`src/hw/rtl/multichannel_sliding_median_macros.svh`:
```
// ----------------------------------------------------------------------------
// multichannel_sliding_median assertion macros
// Shorthand for the concurrent checks at the end of the top level.
// ----------------------------------------------------------------------------
`ifndef MULTICHANNEL_SLIDING_MEDIAN_MACROS_SVH
`define MULTICHANNEL_SLIDING_MEDIAN_MACROS_SVH

// rule must hold in the same cycle as cond
`define MSM_ASSERT_NOW(lbl, cond, rule, msg) \
	lbl: assert property (@(posedge clk) disable iff (!arst_n) (cond) |-> (rule)) \
		else $error(msg);

// rule must hold in the cycle after cond
`define MSM_ASSERT_NEXT(lbl, cond, rule, msg) \
	lbl: assert property (@(posedge clk) disable iff (!arst_n) (cond) |=> (rule)) \
		else $error(msg);

`endif

```
`src/hw/rtl/msm_pkg.sv`:
```
// ----------------------------------------------------------------------------
// msm_pkg
// Shared sizes, types and controller states of the sliding median filter.
// ----------------------------------------------------------------------------
package msm_pkg;

	localparam int CHANNELS = 6;
	localparam int WINDOW   = 5;
	localparam int CHAN_W   = 3;
	localparam int DATA_W   = 8;
	localparam int CH_W     = (CHANNELS > 1) ? $clog2(CHANNELS) : 1;
	localparam int POS_W    = (WINDOW > 1) ? $clog2(WINDOW) : 1;
	localparam int CNT_W    = $clog2(WINDOW + 1);
	localparam int ADDR_W   = CH_W + POS_W;
	localparam int MEM_D    = 1 << ADDR_W;
	localparam int MED_RANK = (WINDOW - 1) / 2;
	localparam int TREE_N   = 1 << CH_W;

	typedef logic [DATA_W-1:0] sample_t;
	typedef logic [WINDOW-1:0][DATA_W-1:0] win_t;

	typedef enum logic [2:0] {
		ST_IDLE,
		ST_READ,
		ST_RANK,
		ST_UPD,
		ST_EMIT
	} msm_state_t;

endpackage

```
`src/hw/rtl/msm_rank_sel.sv`:
```
// ----------------------------------------------------------------------------
// msm_rank_sel
// Picks the lower median of one window by ranking every entry in parallel.
// ----------------------------------------------------------------------------
module msm_rank_sel import msm_pkg::*; (
	input  logic    clk,
	input  win_t    win,
	output sample_t median
);

	logic [CNT_W-1:0] lt_c [WINDOW];
	logic [CNT_W-1:0] le_c [WINDOW];
	logic [WINDOW-1:0] hit_c;
	sample_t med_c;
	sample_t median_s1;

	// entry i is the median when fewer than rank+1 entries lie below it
	// and more than rank lie at or below it; duplicates all carry the same value
	always_comb begin
		med_c = '0;
		for (int i = 0; i < WINDOW; i++) begin
			lt_c[i] = '0;
			le_c[i] = '0;
			for (int j = 0; j < WINDOW; j++) begin
				lt_c[i] = lt_c[i] + CNT_W'(win[j] < win[i]);
				le_c[i] = le_c[i] + CNT_W'(win[j] <= win[i]);
			end
			hit_c[i] = (lt_c[i] <= CNT_W'(MED_RANK)) && (CNT_W'(MED_RANK) < le_c[i]);
			med_c = med_c | ({DATA_W{hit_c[i]}} & win[i]);
		end
	end

	always_ff @(posedge clk) begin
		median_s1 <= med_c;
	end

	assign median = median_s1;

endmodule

```
`src/hw/rtl/multichannel_sliding_median.sv`:
```
// ----------------------------------------------------------------------------
// multichannel_sliding_median
// Per-channel sliding window median with running max and min over channels.
// ----------------------------------------------------------------------------
//
// channel  direction  handshake          payload
// in       sink       in_valid/in_stall  channel, sample
// out      source     out_valid/out_stall median_value, out_channel,
//                                        max_distance, min_distance
//
// after its beat is taken, a result goes through the states in order: ST_READ reads the
// window memory once per entry plus once more for read latency, ST_RANK ranks, ST_UPD
// updates the stored median and ST_EMIT loads it with the max/min tree; the next beat is
// taken only back in ST_IDLE. a beat on a channel beyond the last one skips to ST_EMIT.
// reset clears write pointers and stored medians; window entries not yet
// written since reset read as zero through the per-channel fill state.
// a stalled result waits in the output register while the next beat runs.
//
`include "multichannel_sliding_median_macros.svh"

module multichannel_sliding_median import msm_pkg::*; (
	input  logic              clk,
	input  logic              arst_n,
	input  logic              in_valid,
	output logic              in_stall,
	input  logic [CHAN_W-1:0] channel,
	input  logic [DATA_W-1:0] sample,
	output logic              out_valid,
	input  logic              out_stall,
	output logic [DATA_W-1:0] median_value,
	output logic [CHAN_W-1:0] out_channel,
	output logic [DATA_W-1:0] max_distance,
	output logic [DATA_W-1:0] min_distance
);

	msm_state_t state_q, state_d;

	logic [CHAN_W-1:0] ch_q;
	sample_t           smp_q;
	logic              rng_q;
	logic [CNT_W-1:0]  cnt_q;

	sample_t           mem [MEM_D];
	sample_t           rdata_q;
	win_t              win_q;
	sample_t           med;

	logic [POS_W-1:0]  wp_q   [CHANNELS];
	logic [CHANNELS-1:0] full_q;
	sample_t           chm_q  [CHANNELS];

	logic              out_valid_q;
	sample_t           med_o_q;
	logic [CHAN_W-1:0] ch_o_q;
	sample_t           hi_o_q;
	sample_t           lo_o_q;

	logic              in_acc;
	logic              in_rng;
	logic              mem_we;
	logic              cap_en;
	logic              upd_en;
	logic              out_load;
	logic              last_rd;
	logic [CH_W-1:0]   ch_idx;
	logic [POS_W-1:0]  wp_cur;
	logic              full_cur;
	logic [CNT_W-1:0]  cnt_m1;
	logic [POS_W-1:0]  cap_pos;
	sample_t           cap_val;
	logic [ADDR_W-1:0] waddr;
	logic [ADDR_W-1:0] raddr;
	sample_t           hi_n [2*TREE_N];
	sample_t           lo_n [2*TREE_N];

	assign in_acc  = in_valid && !in_stall;
	assign in_rng  = 32'(channel) < CHANNELS;
	assign last_rd = cnt_q == CNT_W'(WINDOW);
	assign ch_idx  = ch_q[CH_W-1:0];
	assign wp_cur  = wp_q[ch_idx];
	assign full_cur = full_q[ch_idx];
	assign cnt_m1  = cnt_q - CNT_W'(1);
	assign cap_pos = cnt_m1[POS_W-1:0];
	assign waddr   = {ch_idx, wp_cur};
	assign raddr   = {ch_idx, cnt_q[POS_W-1:0]};

	// next state
	always_comb begin
		state_d = state_q;
		case (state_q)
			ST_IDLE: begin
				if (in_valid) begin
					state_d = in_rng ? ST_READ : ST_EMIT;
				end
			end
			ST_READ: begin
				if (last_rd) begin
					state_d = ST_RANK;
				end
			end
			ST_RANK: state_d = ST_UPD;
			ST_UPD:  state_d = ST_EMIT;
			ST_EMIT: begin
				if (!out_valid_q || !out_stall) begin
					state_d = ST_IDLE;
				end
			end
			default: state_d = ST_IDLE;
		endcase
	end

	// controller outputs
	always_comb begin
		in_stall = 1'b1;
		mem_we   = 1'b0;
		cap_en   = 1'b0;
		upd_en   = 1'b0;
		out_load = 1'b0;
		case (state_q)
			ST_IDLE: in_stall = 1'b0;
			ST_READ: begin
				mem_we = cnt_q == '0;
				cap_en = cnt_q != '0;
			end
			ST_RANK: ;
			ST_UPD:  upd_en = 1'b1;
			ST_EMIT: out_load = !out_valid_q || !out_stall;
			default: ;
		endcase
	end

	always_ff @(posedge clk or negedge arst_n) begin
		if (!arst_n) begin
			state_q <= ST_IDLE;
			cnt_q   <= '0;
		end else begin
			state_q <= state_d;
			if (state_q == ST_READ) begin
				cnt_q <= cnt_q + CNT_W'(1);
			end else begin
				cnt_q <= '0;
			end
		end
	end

	always_ff @(posedge clk) begin
		if (in_acc) begin
			ch_q  <= channel;
			smp_q <= sample;
			rng_q <= in_rng;
		end
	end

	// window memory: new sample goes in at the write pointer on the first read cycle
	always_ff @(posedge clk) begin
		if (mem_we) begin
			mem[waddr] <= smp_q;
		end
		rdata_q <= mem[raddr];
	end

	// the slot under the write pointer holds the new sample, never-written slots are zero
	always_comb begin
		if (cap_pos == wp_cur) begin
			cap_val = smp_q;
		end else if (full_cur || (cap_pos < wp_cur)) begin
			cap_val = rdata_q;
		end else begin
			cap_val = '0;
		end
	end

	always_ff @(posedge clk) begin
		if (cap_en) begin
			win_q[cap_pos] <= cap_val;
		end
	end

	msm_rank_sel u_rank (
		.clk    (clk),
		.win    (win_q),
		.median (med)
	);

	always_ff @(posedge clk or negedge arst_n) begin
		if (!arst_n) begin
			full_q <= '0;
			for (int c = 0; c < CHANNELS; c++) begin
				wp_q[c]  <= '0;
				chm_q[c] <= '0;
			end
		end else if (upd_en) begin
			chm_q[ch_idx] <= med;
			if (wp_cur == POS_W'(WINDOW - 1)) begin
				wp_q[ch_idx]   <= '0;
				full_q[ch_idx] <= 1'b1;
			end else begin
				wp_q[ch_idx] <= wp_cur + POS_W'(1);
			end
		end
	end

	// max/min tree over the stored medians, spare leaves copy channel zero
	always_comb begin
		for (int l = 0; l < TREE_N; l++) begin
			if (l < CHANNELS) begin
				hi_n[TREE_N + l] = chm_q[l];
				lo_n[TREE_N + l] = chm_q[l];
			end else begin
				hi_n[TREE_N + l] = chm_q[0];
				lo_n[TREE_N + l] = chm_q[0];
			end
		end
		hi_n[0] = '0;
		lo_n[0] = '0;
		for (int n = TREE_N - 1; n >= 1; n--) begin
			hi_n[n] = (hi_n[2*n] > hi_n[2*n+1]) ? hi_n[2*n] : hi_n[2*n+1];
			lo_n[n] = (lo_n[2*n] < lo_n[2*n+1]) ? lo_n[2*n] : lo_n[2*n+1];
		end
	end

	always_ff @(posedge clk or negedge arst_n) begin
		if (!arst_n) begin
			out_valid_q <= 1'b0;
		end else if (out_load) begin
			out_valid_q <= 1'b1;
		end else if (!out_stall) begin
			out_valid_q <= 1'b0;
		end
	end

	always_ff @(posedge clk) begin
		if (out_load) begin
			med_o_q <= rng_q ? med : '0;
			ch_o_q  <= ch_q;
			hi_o_q  <= hi_n[1];
			lo_o_q  <= lo_n[1];
		end
	end

	assign out_valid    = out_valid_q;
	assign median_value = med_o_q;
	assign out_channel  = ch_o_q;
	assign max_distance = hi_o_q;
	assign min_distance = lo_o_q;

	`MSM_ASSERT_NEXT(a_accept_busy, in_acc, in_stall,
		"input taken while a beat is in flight")
	`MSM_ASSERT_NOW(a_minmax_order, out_valid, max_distance >= min_distance,
		"max below min")
	`MSM_ASSERT_NOW(a_median_bounded, out_valid && (32'(out_channel) < CHANNELS),
		(median_value <= max_distance) && (median_value >= min_distance),
		"median outside max/min")
	`MSM_ASSERT_NOW(a_read_in_range, state_q == ST_READ, 32'(ch_q) < CHANNELS,
		"window read for a channel out of range")

endmodule
```
`config.mk`:
```
export PLATFORM = sky130hd
export DESIGN_NAME = multichannel_sliding_median
export DESIGN_NICKNAME = d
export VERILOG_FILES = /design/src/hw/rtl/msm_pkg.sv /design/src/hw/rtl/msm_rank_sel.sv /design/src/hw/rtl/multichannel_sliding_median.sv
export VERILOG_INCLUDE_DIRS = /design/src /design/src/hw/rtl
export SDC_FILE = /design/constraint.sdc
export NUM_CORES = 1
export LEC_CHECK = 0
export ABC_AREA = 1
export BUFFER_PORTS_ARGS = -buffer_cell sky130_fd_sc_hd__buf_2
export CAP_MARGIN = 20
export CELL_PAD_IN_SITES_DETAIL_PLACEMENT = 1
export CELL_PAD_IN_SITES_GLOBAL_PLACEMENT = 1
export CORE_UTILIZATION = 51
export CTS_CLUSTER_DIAMETER = 200
export DETAILED_ROUTE_END_ITERATION = 10
export PLACE_DENSITY = 0.85
export SETUP_SLACK_MARGIN = 0.4
export SLEW_MARGIN = 25
export SYNTH_ARGS = -nofsm -noshare
export SYNTH_HDL_FRONTEND = slang
export SYNTH_SLANG_ARGS = --single-unit
```
`constraint.sdc`:
```
create_clock -name clk -period 5.4 [get_ports clk]
set_input_delay 1.08 -clock clk [delete_from_list [all_inputs] [get_ports clk]]
set_output_delay 1.08 -clock clk [all_outputs]
set_load 0.005 [all_outputs]
```
==> reports/results.txt <==
Worst Hold Class: input port to asynchronous set/reset pin
Reg2Reg Launch Point: chm_q[7]
Post-synth EDFFs: 591
Peak VDD IR: 0.6503 mV
Syn Inst Count: 2887
CTS tree: yes
Worst skew pair latency: 0.63 ns
Logic pwr share: 0.467
Max-slew violations: 0
Setup CP Type: flip-flop to flip-flop
FF+latch count, synth: 686
Slew headroom: 0.2397
Largest net degree at the start of global routing: 237
Outcome: finished, final reports clean
CP Launch Type: flip-flop
Clock power frac: 0.211
Final Instance Count excl. Fillers: 3907
Final hold violation count: 0
Fin Clk Skew: 0.02142 ns
CP max stage cell: dfrtp_1
Multi-input gate area: 0.01095 sq mm
Rows: 91
# Max-Cap Violations: 0
Core box area: 0.06194 sq mm
Initial antenna violation count: 1
Crit path largest cell delay: 0.39 ns
Initial DRC count: 2287
Die X: 252.9 microns
Net Sw Power: 9.952 mW
Post-Syn Area per Cell: 11.12 sq um
Min cycle time layout: 4.646 ns
Sw Ratio: 0.4405
Routed wire per std cell: 24.51 microns
Critical path startpoint: chm_q[7]
Highest clock rate: 215.2 MHz
Clk sinks: 686
WP data required: 5.75 ns
Fill cells: 6597
Commonest non-fill, non-tap cell in the layout: edfxtp_1
Ys async rst share: 0.1152
Gr usage total: 0.3031
I/O pin cnt: 44
Register area: 0.02005 sq mm
Area growth syn-to-layout: 11.48%
Via density: 6.033
Distinct cells, synth: 59
Warnings, synthesis: 0
DP Worst Slack: 0.5145 ns
CTS Buf Count: 71
Worst slew pin tran: 1.136 ns
Antenna-violating nets left: 0
Endpoint class of the critical path: flip-flop
I/O Buffers: 43
Most frequent cells in the layout: 591 x edfxtp_1, 400 x o21ai_0, 388 x nor2_1
Post-cts resize count: 1
Starting density of the core: 0.5184
Clock transition at path regs: 0.06 ns
CTS Hold Bufs: 0
Seq/Total Area, Yosys: 0.6242
Seq pwr share: 0.322
Placed Instances: 3778
Top post-synthesis cells by area: edfxtp_1 55%, ha_1 7.2%, o21ai_0 6.3%, dfrtp_1 6.2%, nor2_1 4.6%
Htree depth: 3
Total leakage power: 13.80 nW
Setup violations, final: 0
RSZ-0062 raised after global routing: true
PD cells: 631.1 mW/mm^2
CTS root buf: clkbuf_16
First-pass GRT wire length: 146400 microns
Die Height: 252.9 microns
Post-Syn Area: 0.03211 sq mm
Tcrit/Tclk final: 0.8604
CP max FO: 16
Largest area contributor in the netlist: edfxtp_1
Yosys top cell area share: 0.5527
Share of layout cells above drive strength 1: 0.07625
Total gr overflow: 0
Drt pass-1 iters: 5
Worst Path Buf+Inv: 5
Die area: 0.06397 sq mm
Total wire length: 95760 microns
Worst hold slack: 0.3209 ns
Int Power: 12.64 mW
Gpl congestion: 0.9250
Total Neg Setup Slack: 0 ns
Residual DRC: 0
Final nets: 3226
Final worst slack: 0.7539 ns
Crit path top cell by count: nor2_1
Crit path max-delay family: compound AO/OA/AOI/OAI gates
Power Total: 22.59 mW
Total number of vias: 23569
Post-DP HPWL: 61060 microns
Clock Tree Buf Depth: 3
Primary FF master, synth: edfxtp_1
Post-CTS Setup Inserts: 0
Arrival time at the worst endpoint: 5.00 ns
Vias in the first global route: 25297
[cell type report]
cell class              count  share of cell area
diodes                      1          0.00006990
clock buffers              95             0.05536
clock inverters            33            0.006885
inverters                 283             0.02992
multi-input cells        1902              0.3059
flip-flops and latches    686              0.5602
well taps                 837             0.02925
repair buffers             70             0.01244
[metrics by stage]
stage / area [sq um] / util
finish: 35800 / 0.5780
global route: 35800 / 0.5780
CTS: 35760 / 0.5774
detailed placement: 33530 / 0.5414
global placement: 33520 / 0.5412
floorplan: 32530 / -
[state kept, by name (all words and copies together) (netlist names), 8 cells and up]
name / cells
chm_q: 48
max_distance: 8
median_value: 8
mem: 512
min_distance: 8
rdata_q: 8
smp_q: 8
u_rank.median: 8
win_q: 40
wp_q: 18
[worst reg2reg max path, delay by kind of cell, from the launching register on]
kind,cells,cell delay [ns]
AOI/OAI and AO/OA,9,1.30
DFF,1,0.39
and+or+nand+nor,11,1.17
buffers and inverters,5,0.56
adders and majority gates,3,0.98
[routing by layer]
layer  global-route usage  up-vias  part of all wire
met5                    0        -                 0
met4               0.1574        0             0.052
met3              0.04050      307             0.064
met2               0.5326     1024              0.51
met1               0.3632    11785              0.37
li1                     -    10453                 -
[power groups by stage]
stage,Clock (mW),Combinational (mW),Sequential [mW]
after floorplan,0,7.28,7.21
after global placement,0,9.38,7.32
after detailed placement,0,10.2,7.37
after CTS,4.80,10.4,7.28
after global routing,4.97,11.8,7.33
final,4.77,10.5,7.29
[synth_stat cells (all sizes together), types with 9 or more instances]
master	number
edfxtp	591
o21ai	420
nor2	406
nand2	363
inv	278
ha	186
clkbuf	99
o221ai	98
dfrtp	79
a21oi	65
o22ai	57
nand3	53
nand4	31
o211ai	29
buf	28
dfxtp	16
fa	11
a221oi	9
[logic make-up (layout without fill, tap and decap cells)]
family          count (synthesis)  in the layout  share of synthesized area
compound gates                709            709                     0.1322
xor+xnor                        5              5                   0.001364
fa+ha+maj                     197            197                    0.07933
buf+inv                       410            481                    0.04933
flops                         686            686                     0.6242
other cells                     1            113                  0.0001168
simple gates                  879            879                     0.1134
[worst paths after layout]
kind                              endpoint  slack, ns  cells past startpoint
max                        max_distance[4]       0.75                     28
min reg2reg                      full_q[4]       0.48                      1
min in group clk                 full_q[4]       0.48                      1
min                              chm_q[23]       0.32                      1
max reg2reg                max_distance[4]       0.75                     28
max in group asynchronous         cnt_q[0]       3.86                      2
Note: power is estimated with default switching activity, not from simulation.
